## config.mk

```make
export PLATFORM = sky130hd
export DESIGN_NAME = max_rate_vote_table
export DESIGN_NICKNAME = d
export VERILOG_FILES = /design/src/hdl/mrvt_pkg.sv /design/src/hdl/mrvt_ctrl.sv /design/src/hdl/mrvt_dpath.sv /design/src/hdl/max_rate_vote_table.sv
export SDC_FILE = /design/constraint.sdc
export NUM_CORES = 2
export LEC_CHECK = 0
export ABC_AREA = 1
export BUFFER_PORTS_ARGS = -buffer_cell sky130_fd_sc_hd__buf_2
export CORE_UTILIZATION = 30
export DETAILED_ROUTE_END_ITERATION = 8
export GPL_ROUTABILITY_DRIVEN = 0
export GPL_TIMING_DRIVEN = 0
export PLACE_DENSITY_LB_ADDON = 0.2
export SYNTH_ARGS = -nofsm -noshare
export SYNTH_HDL_FRONTEND = slang
export SYNTH_HIERARCHICAL = 1
export SYNTH_SLANG_ARGS = --single-unit
```

## constraint.sdc

```tcl
create_clock -name clk -period 8.7 [get_ports clk]
set_clock_uncertainty 0.15 [all_clocks]
set_input_delay 0.435 -clock clk [delete_from_list [all_inputs] [get_ports clk]]
set_output_delay 0.435 -clock clk [all_outputs]
set_load 0.005 [all_outputs]
```

## src/hdl/mrvt_pkg.sv

```systemverilog
package mrvt_pkg;

  localparam int ID_W   = 64;
  localparam int RATE_W = 10;
  localparam int PID_W  = 32;
  localparam int KIND_W = 2;

  localparam logic [KIND_W-1:0] KIND_CANCEL = 2'd0;
  localparam logic [KIND_W-1:0] KIND_VOTE   = 2'd1;
  localparam logic [KIND_W-1:0] KIND_FULL   = 2'd2;

  typedef struct packed {
    logic [KIND_W-1:0] kind;
    logic [PID_W-1:0]  pid;
    logic [RATE_W-1:0] rate;
  } ev_t;

  // controller -> datapath
  typedef struct packed {
    logic load;
    logic scan;
    logic decide;
    logic emit_sel;
  } cmd_t;

  // datapath -> controller
  typedef struct packed {
    logic       scan_last;
    logic [1:0] ev_cnt;
  } sts_t;

endpackage

```

## src/hdl/mrvt_ctrl.sv

```systemverilog
module mrvt_ctrl (
  input  logic          clk,
  input  logic          rst_n,
  input  logic          in_valid,
  output logic          in_ready,
  output logic          out_valid,
  input  logic          out_ready,
  output mrvt_pkg::cmd_t cmd,
  input  mrvt_pkg::sts_t sts
);
  import mrvt_pkg::*;

  typedef enum logic [2:0] {
    S_IDLE,
    S_SCAN,
    S_DRAIN,
    S_DECIDE,
    S_EMIT
  } state_t;

  state_t state_r, state_nxt;
  logic   out_valid_r, out_valid_nxt;
  logic   emit_sel_r, emit_sel_nxt;

  assign in_ready  = (state_r == S_IDLE);
  assign out_valid = out_valid_r;

  assign cmd.load     = in_valid && in_ready;
  assign cmd.scan     = (state_r == S_SCAN);
  assign cmd.decide   = (state_r == S_DECIDE);
  assign cmd.emit_sel = emit_sel_r;

  always_comb begin
    state_nxt     = state_r;
    out_valid_nxt = out_valid_r;
    emit_sel_nxt  = emit_sel_r;
    unique case (state_r)
      S_IDLE: begin
        if (in_valid) state_nxt = S_SCAN;
      end
      S_SCAN: begin
        if (sts.scan_last) state_nxt = S_DRAIN;
      end
      S_DRAIN: begin
        state_nxt = S_DECIDE;
      end
      S_DECIDE: begin
        // ev_cnt already reflects this item's decision
        if (sts.ev_cnt != 2'd0) begin
          state_nxt     = S_EMIT;
          out_valid_nxt = 1'b1;
        end else begin
          state_nxt = S_IDLE;
        end
      end
      S_EMIT: begin
        if (out_ready) begin
          if (!emit_sel_r && sts.ev_cnt == 2'd2) begin
            emit_sel_nxt = 1'b1;
          end else begin
            state_nxt     = S_IDLE;
            out_valid_nxt = 1'b0;
            emit_sel_nxt  = 1'b0;
          end
        end
      end
      default: begin
        state_nxt     = S_IDLE;
        out_valid_nxt = 1'b0;
        emit_sel_nxt  = 1'b0;
      end
    endcase
  end

  always_ff @(posedge clk) begin
    if (!rst_n) begin
      state_r     <= S_IDLE;
      out_valid_r <= 1'b0;
      emit_sel_r  <= 1'b0;
    end else begin
      state_r     <= state_nxt;
      out_valid_r <= out_valid_nxt;
      emit_sel_r  <= emit_sel_nxt;
    end
  end

`ifndef NO_ASSERTIONS
  a_no_overlap: assert property (@(posedge clk) disable iff (!rst_n)
    !(in_ready && out_valid_r))
    else $error("input taken while a result is pending");

  a_emit_after_decide: assert property (@(posedge clk) disable iff (!rst_n)
    $rose(out_valid_r) |-> $past(state_r == S_DECIDE))
    else $error("result raised outside of decision");

  a_second_is_final: assert property (@(posedge clk) disable iff (!rst_n)
    out_valid_r && out_ready && emit_sel_r |=> !out_valid_r)
    else $error("more than two results for one item");
`endif

endmodule

```

## src/hdl/mrvt_dpath.sv

```systemverilog
module mrvt_dpath #(
  parameter int TABLE_ENTRIES = 16,
  parameter int PID_SHIFT     = 32
) (
  input  logic                             clk,
  input  logic                             rst_n,
  input  logic [mrvt_pkg::ID_W-1:0]        in_surface_id,
  input  logic [mrvt_pkg::RATE_W-1:0]      in_rate_hz,
  input  mrvt_pkg::cmd_t                   cmd,
  output mrvt_pkg::sts_t                   sts,
  output logic [mrvt_pkg::KIND_W-1:0]      out_kind,
  output logic [mrvt_pkg::PID_W-1:0]       out_pid,
  output logic [mrvt_pkg::RATE_W-1:0]      out_rate,
  output logic                             out_last
);
  import mrvt_pkg::*;

  localparam int IW = (TABLE_ENTRIES > 1) ? $clog2(TABLE_ENTRIES) : 1;
  localparam int EW = ID_W + RATE_W;
  localparam logic [IW-1:0] LAST_IDX = IW'(TABLE_ENTRIES - 1);

  // table storage: one write port, one registered read port
  logic [EW-1:0] mem_r [TABLE_ENTRIES];
  logic [EW-1:0] rd_data_r;
  logic          mem_we;
  logic [IW-1:0] wr_idx;

  logic [TABLE_ENTRIES-1:0] valid_r, valid_nxt;

  logic [ID_W-1:0]   id_r;
  logic [RATE_W-1:0] rate_r;

  logic [IW-1:0] addr_r, addr_nxt;
  logic          rd_pend_r;
  logic          rd_vld_r;
  logic [IW-1:0] rd_idx_r;

  logic              hit_f_r, hit_f_nxt;
  logic [IW-1:0]     hit_idx_r, hit_idx_nxt;
  logic              free_f_r, free_f_nxt;
  logic [IW-1:0]     free_idx_r, free_idx_nxt;
  logic              best_f_r, best_f_nxt;
  logic [ID_W-1:0]   best_id_r, best_id_nxt;
  logic [RATE_W-1:0] best_rate_r, best_rate_nxt;

  logic [PID_W-1:0]  last_pid_r, last_pid_nxt;
  logic [RATE_W-1:0] last_rate_r, last_rate_nxt;
  logic              vote_active_r, vote_active_nxt;

  logic [1:0] ev_cnt_r, ev_cnt_nxt;
  ev_t        ev0_r, ev0_nxt;
  ev_t        ev1_r, ev1_nxt;

  logic [ID_W-1:0]   rd_id;
  logic [RATE_W-1:0] rd_rate;
  logic              rd_better;

  logic              present, full, cand_wins, any_entry;
  logic [ID_W-1:0]   win_id, win_sh;
  logic [RATE_W-1:0] win_rate;
  logic [PID_W-1:0]  win_pid;
  logic              old_pos, new_pos, cancel_on;

  assign rd_id   = rd_data_r[EW-1:RATE_W];
  assign rd_rate = rd_data_r[RATE_W-1:0];
  assign rd_better = !best_f_r || (rd_rate > best_rate_r) ||
                     (rd_rate == best_rate_r && rd_id < best_id_r);

  // decision terms; the incoming item competes against the scanned best
  assign present   = (rate_r != '0);
  assign full      = present && !hit_f_r && !free_f_r;
  assign cand_wins = present && (!best_f_r || (rate_r > best_rate_r) ||
                     (rate_r == best_rate_r && id_r < best_id_r));
  assign any_entry = present || best_f_r;
  assign win_id    = cand_wins ? id_r : best_id_r;
  assign win_rate  = cand_wins ? rate_r : best_rate_r;
  assign win_sh    = win_id >> PID_SHIFT;
  assign win_pid   = win_sh[PID_W-1:0];
  assign old_pos   = !last_pid_r[PID_W-1] && (last_pid_r != '0);
  assign new_pos   = !win_pid[PID_W-1] && (win_pid != '0);
  assign cancel_on = vote_active_r && old_pos;

  assign mem_we = cmd.decide && present && (hit_f_r || free_f_r);
  assign wr_idx = hit_f_r ? hit_idx_r : free_idx_r;

  always_comb begin
    addr_nxt        = addr_r;
    hit_f_nxt       = hit_f_r;
    hit_idx_nxt     = hit_idx_r;
    free_f_nxt      = free_f_r;
    free_idx_nxt    = free_idx_r;
    best_f_nxt      = best_f_r;
    best_id_nxt     = best_id_r;
    best_rate_nxt   = best_rate_r;
    valid_nxt       = valid_r;
    last_pid_nxt    = last_pid_r;
    last_rate_nxt   = last_rate_r;
    vote_active_nxt = vote_active_r;
    ev_cnt_nxt      = ev_cnt_r;
    ev0_nxt         = ev0_r;
    ev1_nxt         = ev1_r;

    if (cmd.load) begin
      addr_nxt   = '0;
      hit_f_nxt  = 1'b0;
      free_f_nxt = 1'b0;
      best_f_nxt = 1'b0;
    end
    if (cmd.scan) addr_nxt = addr_r + IW'(1);

    if (rd_pend_r) begin
      if (rd_vld_r) begin
        if (rd_id == id_r) begin
          hit_f_nxt   = 1'b1;
          hit_idx_nxt = rd_idx_r;
        end else if (rd_better) begin
          best_f_nxt    = 1'b1;
          best_id_nxt   = rd_id;
          best_rate_nxt = rd_rate;
        end
      end else if (!free_f_r) begin
        free_f_nxt   = 1'b1;
        free_idx_nxt = rd_idx_r;
      end
    end

    if (cmd.decide) begin
      ev_cnt_nxt = 2'd0;
      if (full) begin
        ev0_nxt    = '{kind: KIND_FULL, pid: '0, rate: '0};
        ev_cnt_nxt = 2'd1;
      end else begin
        if (!present) begin
          if (hit_f_r) valid_nxt[hit_idx_r] = 1'b0;
        end else if (!hit_f_r) begin
          valid_nxt[free_idx_r] = 1'b1;
        end

        if (!any_entry) begin
          if (cancel_on) begin
            ev0_nxt    = '{kind: KIND_CANCEL, pid: last_pid_r, rate: '0};
            ev_cnt_nxt = 2'd1;
          end
          vote_active_nxt = 1'b0;
          last_pid_nxt    = '0;
          last_rate_nxt   = '0;
        end else if (!(win_rate == last_rate_r && win_pid == last_pid_r)) begin
          if (cancel_on) begin
            ev0_nxt = '{kind: KIND_CANCEL, pid: last_pid_r, rate: '0};
          end
          if (new_pos) begin
            if (cancel_on) ev1_nxt = '{kind: KIND_VOTE, pid: win_pid, rate: win_rate};
            else           ev0_nxt = '{kind: KIND_VOTE, pid: win_pid, rate: win_rate};
          end
          ev_cnt_nxt      = {1'b0, cancel_on} + {1'b0, new_pos};
          vote_active_nxt = 1'b1;
          last_pid_nxt    = win_pid;
          last_rate_nxt   = win_rate;
        end
      end
    end
  end

  always_ff @(posedge clk) begin
    if (mem_we) mem_r[wr_idx] <= {id_r, rate_r};
    rd_data_r <= mem_r[addr_r];
  end

  always_ff @(posedge clk) begin
    if (cmd.load) begin
      id_r   <= in_surface_id;
      rate_r <= in_rate_hz;
    end
    rd_idx_r    <= addr_r;
    rd_vld_r    <= valid_r[addr_r];
    hit_idx_r   <= hit_idx_nxt;
    free_idx_r  <= free_idx_nxt;
    best_id_r   <= best_id_nxt;
    best_rate_r <= best_rate_nxt;
    ev0_r       <= ev0_nxt;
    ev1_r       <= ev1_nxt;
  end

  always_ff @(posedge clk) begin
    if (!rst_n) begin
      addr_r        <= '0;
      rd_pend_r     <= 1'b0;
      hit_f_r       <= 1'b0;
      free_f_r      <= 1'b0;
      best_f_r      <= 1'b0;
      valid_r       <= '0;
      last_pid_r    <= '0;
      last_rate_r   <= '0;
      vote_active_r <= 1'b0;
      ev_cnt_r      <= 2'd0;
    end else begin
      addr_r        <= addr_nxt;
      rd_pend_r     <= cmd.scan;
      hit_f_r       <= hit_f_nxt;
      free_f_r      <= free_f_nxt;
      best_f_r      <= best_f_nxt;
      valid_r       <= valid_nxt;
      last_pid_r    <= last_pid_nxt;
      last_rate_r   <= last_rate_nxt;
      vote_active_r <= vote_active_nxt;
      ev_cnt_r      <= ev_cnt_nxt;
    end
  end

  assign sts.scan_last = (addr_r == LAST_IDX);
  assign sts.ev_cnt    = ev_cnt_nxt;

  assign out_kind = cmd.emit_sel ? ev1_r.kind : ev0_r.kind;
  assign out_pid  = cmd.emit_sel ? ev1_r.pid  : ev0_r.pid;
  assign out_rate = cmd.emit_sel ? ev1_r.rate : ev0_r.rate;
  assign out_last = cmd.emit_sel || (ev_cnt_r == 2'd1);

`ifndef NO_ASSERTIONS
  a_idle_vote_clear: assert property (@(posedge clk) disable iff (!rst_n)
    !vote_active_r |-> (last_pid_r == '0 && last_rate_r == '0))
    else $error("last vote kept without an active vote");

  a_pair_order: assert property (@(posedge clk) disable iff (!rst_n)
    ev_cnt_r == 2'd2 |-> (ev0_r.kind == KIND_CANCEL && ev1_r.kind == KIND_VOTE))
    else $error("two results that are not cancel then vote");

  a_scan_done: assert property (@(posedge clk) disable iff (!rst_n)
    rd_pend_r |-> !cmd.decide)
    else $error("decision before the scan drained");
`endif

endmodule

```

## src/hdl/max_rate_vote_table.sv

```systemverilog
// Refresh-rate vote table. Each input item sets the rate requested by one
// source id (rate 0 removes it) in a table of TABLE_ENTRIES entries; the block
// then picks the highest rate, smallest id on ties, and when the winner
// changes emits a cancel of the old vote and a vote for the process id held in
// bits [PID_SHIFT+31:PID_SHIFT] of the winning id. Events for a process id of
// 0 or below are suppressed; an insert into a full table yields one table-full
// item. Every input item gives zero to two result items, the final one marked
// by out_last_event. One item is handled at a time: after acceptance the
// table memory is scanned one entry per cycle through its single read port,
// followed by a drain state and a decision state, then result items are given
// one per cycle while out_ready is high. No clearing pass is needed after reset.
module max_rate_vote_table #(
  parameter int TABLE_ENTRIES = 16,
  parameter int PID_SHIFT     = 32
) (
  input  logic                        clk,
  input  logic                        rst_n,
  input  logic                        in_valid,
  output logic                        in_ready,
  input  logic [mrvt_pkg::ID_W-1:0]   in_surface_id,
  input  logic [mrvt_pkg::RATE_W-1:0] in_rate_hz,
  output logic                        out_valid,
  input  logic                        out_ready,
  output logic [mrvt_pkg::KIND_W-1:0] out_event_kind,
  output logic signed [mrvt_pkg::PID_W-1:0] out_process_id,
  output logic [mrvt_pkg::RATE_W-1:0] out_voted_rate,
  output logic                        out_last_event
);
  import mrvt_pkg::*;

  cmd_t             cmd;
  sts_t             sts;
  logic [PID_W-1:0] pid;

  mrvt_ctrl u_ctrl (
    .clk       (clk),
    .rst_n     (rst_n),
    .in_valid  (in_valid),
    .in_ready  (in_ready),
    .out_valid (out_valid),
    .out_ready (out_ready),
    .cmd       (cmd),
    .sts       (sts)
  );

  mrvt_dpath #(
    .TABLE_ENTRIES (TABLE_ENTRIES),
    .PID_SHIFT     (PID_SHIFT)
  ) u_dpath (
    .clk           (clk),
    .rst_n         (rst_n),
    .in_surface_id (in_surface_id),
    .in_rate_hz    (in_rate_hz),
    .cmd           (cmd),
    .sts           (sts),
    .out_kind      (out_event_kind),
    .out_pid       (pid),
    .out_rate      (out_voted_rate),
    .out_last      (out_last_event)
  );

  assign out_process_id = $signed(pid);

endmodule
```

==> impl_metrics.env <==
export IMPL_run_status="finished with violations"
export IMPL_violations_in_the_final_reports="max-capacitance violations, max-slew violations"
export IMPL_worstSetupStartpoint="u_dpath/rate_r[4]$_DFFE_PP_"
export IMPL_post_drt_wl_per_cell_um=26.1
export IMPL_maxCapViolations=3
export IMPL_share_of_the_synthesized_area_in_compound_gates_ao_oa_aoi_oai_pct=12.1
export IMPL_crit_buf_inv=9
export IMPL_cell_pwr_density_nw_per_um2=243
export IMPL_design_portCount=125
export IMPL_first_pass_iters=9
export IMPL_reg2reg_path_depth=24
export IMPL_crit_path_max_incr_delay_ns=1.19
export IMPL_yosys_cell_types_count=52
export IMPL_maxSlewViolCount=11
export IMPL_synth_cells=5628
export IMPL_post_synthesis_instance_area_sq_um=66000
export IMPL_post_route_period_util_pct=73.7
export IMPL_post_route_drc_count=0
export IMPL_path_clk_slew_ns=0.06
export IMPL_min_path_cells=2
export IMPL_slowest_stage="sky130_fd_sc_hd__edfxtp_1"
export IMPL_top_post_synthesis_cells_by_area="sky130_fd_sc_hd__edfxtp_1, sky130_fd_sc_hd__o21ai_0, sky130_fd_sc_hd__nor2_1"
export IMPL_synth_seq_area_share_pct=69.6
export IMPL_ys_dominant_reg_cell="sky130_fd_sc_hd__edfxtp_1"
export IMPL_std_cell_rows=171
export IMPL_grt_overflow_total=0
export IMPL_antenna_found_initial=11
export IMPL_power_net_switching_mw=5.53
export IMPL_grt_setup_unrepaired="false"
export IMPL_ys_seq_elements=1579
export IMPL_post_synth_fa_ha_maj_area_fraction_pct=2.83
export IMPL_rr_endpoint="u_ctrl/emit_sel_r$_SDFFE_PN0P_"
export IMPL_netlist_top_cells_count="sky130_fd_sc_hd__edfxtp_1, sky130_fd_sc_hd__nor2_1, sky130_fd_sc_hd__o21ai_0"
export IMPL_io_buffer_count=124
export IMPL_globalRouteTotalUtil_pct=21.0
export IMPL_power_frac_clock_pct=38.7
export IMPL_final_hold_worst_slack_ns=0.148
export IMPL_cts_tree="yes"
export IMPL_finalHoldViolations=0
export IMPL_synth_area_mux_share_pct=0
export IMPL_cts_path_max_buffers=3
export IMPL_edff_count_synth=1426
export IMPL_yosysWarnings=6
export IMPL_r2r_start="u_dpath/rate_r[4]$_DFFE_PP_"
export IMPL_final_net_count=6297
export IMPL_core_area_sq_um=218000
export IMPL_post_synth_cell_area_avg_sq_um=11.7
export IMPL_clock_tree_htree_level_count=4
export IMPL_tritoncts_num_sinks=1579
export IMPL_clock_fmax_ghz=0.156
export IMPL_logic_pwr_share_pct=13.4
export IMPL_dp_final_hpwl_um=168000
export IMPL_setup_violations_final=0
export IMPL_design_die_area_sq_um=222000
export IMPL_placed_cells=8668
export IMPL_grt_pass1_vias=46000
export IMPL_grt_first_pass_wirelength_um=335000
export IMPL_finalWorstPathRequiredPeriod_ns=6.41
export IMPL_critical_path_cell_chain="nor4_1 -> nand3_1 -> clkbuf_1 -> clkbuf_1 -> buf_2 -> buf_1 -> ha_1 -> nand2_1 -> inv_1 -> nor2_1 -> buf_1 -> o21ai_0 -> inv_1 -> nand2_1 -> nand2_1 -> inv_1 -> nor2_1 -> nand2_1 -> nand2_1 -> nand2_2 -> nand2_1 -> nand2_2 -> a21oi_2 -> dlygate4sd3_1"
export IMPL_xor_xnor_share_of_the_synthesized_area_pct=0.783
export IMPL_worst_hold_path_endpoint="u_dpath/id_r[30]$_DFFE_PP_"
export IMPL_post_synth_top_area_fraction_pct=64.9
export IMPL_post_route_cells_drive_above_1_share_pct=8.62
export IMPL_initial_utilization_pct=30.3
export IMPL_syn_num_nets=5855
export IMPL_final_wl_um=237000
export IMPL_synth_top_family_by_area="compound AO/OA/AOI/OAI gates"
export IMPL_post_synth_top_count_cell="sky130_fd_sc_hd__edfxtp_1"
export IMPL_cp_required_ns=9.24
export IMPL_power_leakage_nw=26.8
export IMPL_clock_tree_root_cell="sky130_fd_sc_hd__clkbuf_16"
export IMPL_layout_area_growth_over_synthesis_pct=18.4
export IMPL_fraction_of_the_mapped_netlist_area_in_simple_logic_gates_pct=11.1
export IMPL_criticalPathCategory="reg -> reg"
export IMPL_power_frac_seq_pct=47.8
export IMPL_critical_path_most_common_cell="sky130_fd_sc_hd__nand2_1"
export IMPL_via_total_after_detailed_routing=47300
export IMPL_worst_endpoint_arrival_ns=6.96
export IMPL_post_cts_buffers=0
export IMPL_stdcell_count=9075
export IMPL_hp_start="in_surface_id[30]"
export IMPL_dieHeight_um=471
export IMPL_worst_pin_slew_ns=1.54
export IMPL_ir_drop_mv=0.237
export IMPL_path_max_fanout=19
export IMPL_vias_per_cell=5.21
export IMPL_synth_largest_area_cell="sky130_fd_sc_hd__edfxtp_1"
export IMPL_worst_path_dominant_cell_family="buffers and inverters"
export IMPL_dpl_cell_area_sq_um=71600
export IMPL_start_kind="flip-flop"
export IMPL_synth_async_reset_ratio_pct=0
export IMPL_final_cell_area_sq_um=78100
export IMPL_clkLatencyLatePin_ns=0.85
export IMPL_min_path_type="in -> reg"
export IMPL_numCtsBuffers=176
export IMPL_slew_limit_headroom_pct=-2.69
export IMPL_p_int_mw=13.5
export IMPL_grt_max_degree=46
export IMPL_rrSetupSlack_ns=2.29
export IMPL_postRouteAntennaNets=0
export IMPL_initialDrtViolationCount=5003
export IMPL_die_width_um=471
export IMPL_endpoint_kind="flip-flop"
export IMPL_netSwitchingFraction_pct=29.1
==> cell usage in the layout, fill, tap and decap left out, types with 153 or more instances in the layout <==
cell                        count
sky130_fd_sc_hd__a21oi_1      200
sky130_fd_sc_hd__clkbuf_1     315
sky130_fd_sc_hd__clkbuf_16    177
sky130_fd_sc_hd__dfxtp_1      153
sky130_fd_sc_hd__edfxtp_1    1426
sky130_fd_sc_hd__inv_1        264
sky130_fd_sc_hd__nand2_1      553
sky130_fd_sc_hd__nor2_1       870
sky130_fd_sc_hd__o21ai_0      845
sky130_fd_sc_hd__o22ai_1      351
==> cell type report <==
class	count	area, sq um
diodes	3	7.51
clock inverters	100	960
flip-flops and latches	1579	45900
inverters	276	1040
repair buffers	264	2710
well taps	2854	3570
multi-input cells	3446	17800
clock buffers	226	4740
fillers	21500	140000
plain buffers	327	1350
==> routing by layer <==
layer | up-vias | part of all wire [%] | GRT usage (%)
met5 | - | 0.0055 | 0
met1 | 23600 | 42 | 27.9
met3 | 405 | 7.5 | 3.54
met4 | 2 | 3.6 | 7.57
li1 | 21300 | - | -
met2 | 1959 | 47 | 34.3
==> kinds of logic (layout without fill, tap and decap cells) <==
| logic type | count (synthesis) | after routing |
|---|---|---|
| XOR/XNOR | 59 | 59 |
| buffers and inverters | 603 | 1193 |
| AND/OR/NAND/NOR | 1759 | 1759 |
| flip-flops | 1579 | 1579 |
| AO/OA/AOI/OAI | 1479 | 1479 |
| other | 0 | 3 |
| adder cells (fa/ha/maj) | 149 | 149 |
==> worst register-to-register path, stage by stage (launching register included) <==
cell,delay [ns]
sky130_fd_sc_hd__edfxtp_1,1.19
sky130_fd_sc_hd__nor4_1,0.16
sky130_fd_sc_hd__nand3_1,0.30
sky130_fd_sc_hd__clkbuf_1,0.43
sky130_fd_sc_hd__clkbuf_1,0.50
sky130_fd_sc_hd__buf_2,0.38
sky130_fd_sc_hd__buf_1,0.46
sky130_fd_sc_hd__ha_1,0.24
sky130_fd_sc_hd__nand2_1,0.30
sky130_fd_sc_hd__inv_1,0.23
sky130_fd_sc_hd__nor2_1,0.11
sky130_fd_sc_hd__buf_1,0.33
sky130_fd_sc_hd__o21ai_0,0.17
sky130_fd_sc_hd__inv_1,0.06
sky130_fd_sc_hd__nand2_1,0.08
sky130_fd_sc_hd__nand2_1,0.12
sky130_fd_sc_hd__inv_1,0.10
sky130_fd_sc_hd__nor2_1,0.04
sky130_fd_sc_hd__nand2_1,0.06
sky130_fd_sc_hd__nand2_1,0.06
sky130_fd_sc_hd__nand2_2,0.09
sky130_fd_sc_hd__nand2_1,0.07
sky130_fd_sc_hd__nand2_2,0.08
sky130_fd_sc_hd__a21oi_2,0.03
sky130_fd_sc_hd__dlygate4sd3_1,0.55
==> power groups by stage <==
stage                     registers, mW  logic (mW)  clock network, mW
after floorplan                    8.96        1.40                  0
after global placement             9.25        2.45                  0
after detailed placement           9.24        2.51                  0
after CTS                          9.08        2.54               7.51
after global routing               9.11        2.77               7.79
final                              9.09        2.55               7.36
==> through the flow <==
| step | TNS (ns) | setup WS, ns | util, % | power [mW] |
|---|---|---|---|---|
| 2_1_floorplan | 0 | 2.79 | - | 10.4 |
| 3_3_place_gp | -3469.99 | -3.26 | 32.2 | 11.7 |
| 3_5_place_dp | 0 | 2.75 | 32.9 | 11.7 |
| 4_1_cts | 0 | 2.30 | 35.8 | 19.1 |
| 5_1_grt | 0 | 1.99 | 35.8 | 19.7 |
| 6_report | 0 | 2.29 | 35.8 | 19.0 |
==> sequential cells by signal, summed over array words and instances (netlist names), 2 cells and up <==
name                 count
u_ctrl/state_r           3
u_dpath/addr_r           4
u_dpath/best_id_r       64
u_dpath/best_rate_r     10
u_dpath/ev0_r           44
u_dpath/ev1_r           42
u_dpath/ev_cnt_r         2
u_dpath/free_idx_r       4
u_dpath/hit_idx_r        4
u_dpath/id_r            64
u_dpath/last_pid_r      32
u_dpath/last_rate_r     10
u_dpath/mem_r         1184
u_dpath/rate_r          10
u_dpath/rd_data_r       74
u_dpath/rd_idx_r         4
u_dpath/valid_r         16
==> worst max path at each step <==
stage                                      endpoint  slack, ns  cells past startpoint
CTS                  u_ctrl/emit_sel_r$_SDFFE_PN0P_       2.30                     24
floorplan             u_dpath/mem_r[0][0]$_DFFE_PP_       2.79                      9
detailed placement      u_dpath/ev1_r[35]$_DFFE_PP_       2.75                     14
finish               u_ctrl/emit_sel_r$_SDFFE_PN0P_       2.29                     24
global route         u_ctrl/emit_sel_r$_SDFFE_PN0P_       1.99                     33
global placement    u_dpath/mem_r[15][29]$_DFFE_PP_      -3.26                      9
==> timing repair <==
action | in CTS | in global routing
resized for setup | 0 | 0
hold buffers | 78 | 0
hold endpoints to repair | 84 | 0
Note: power is estimated with default switching activity, not from simulation.
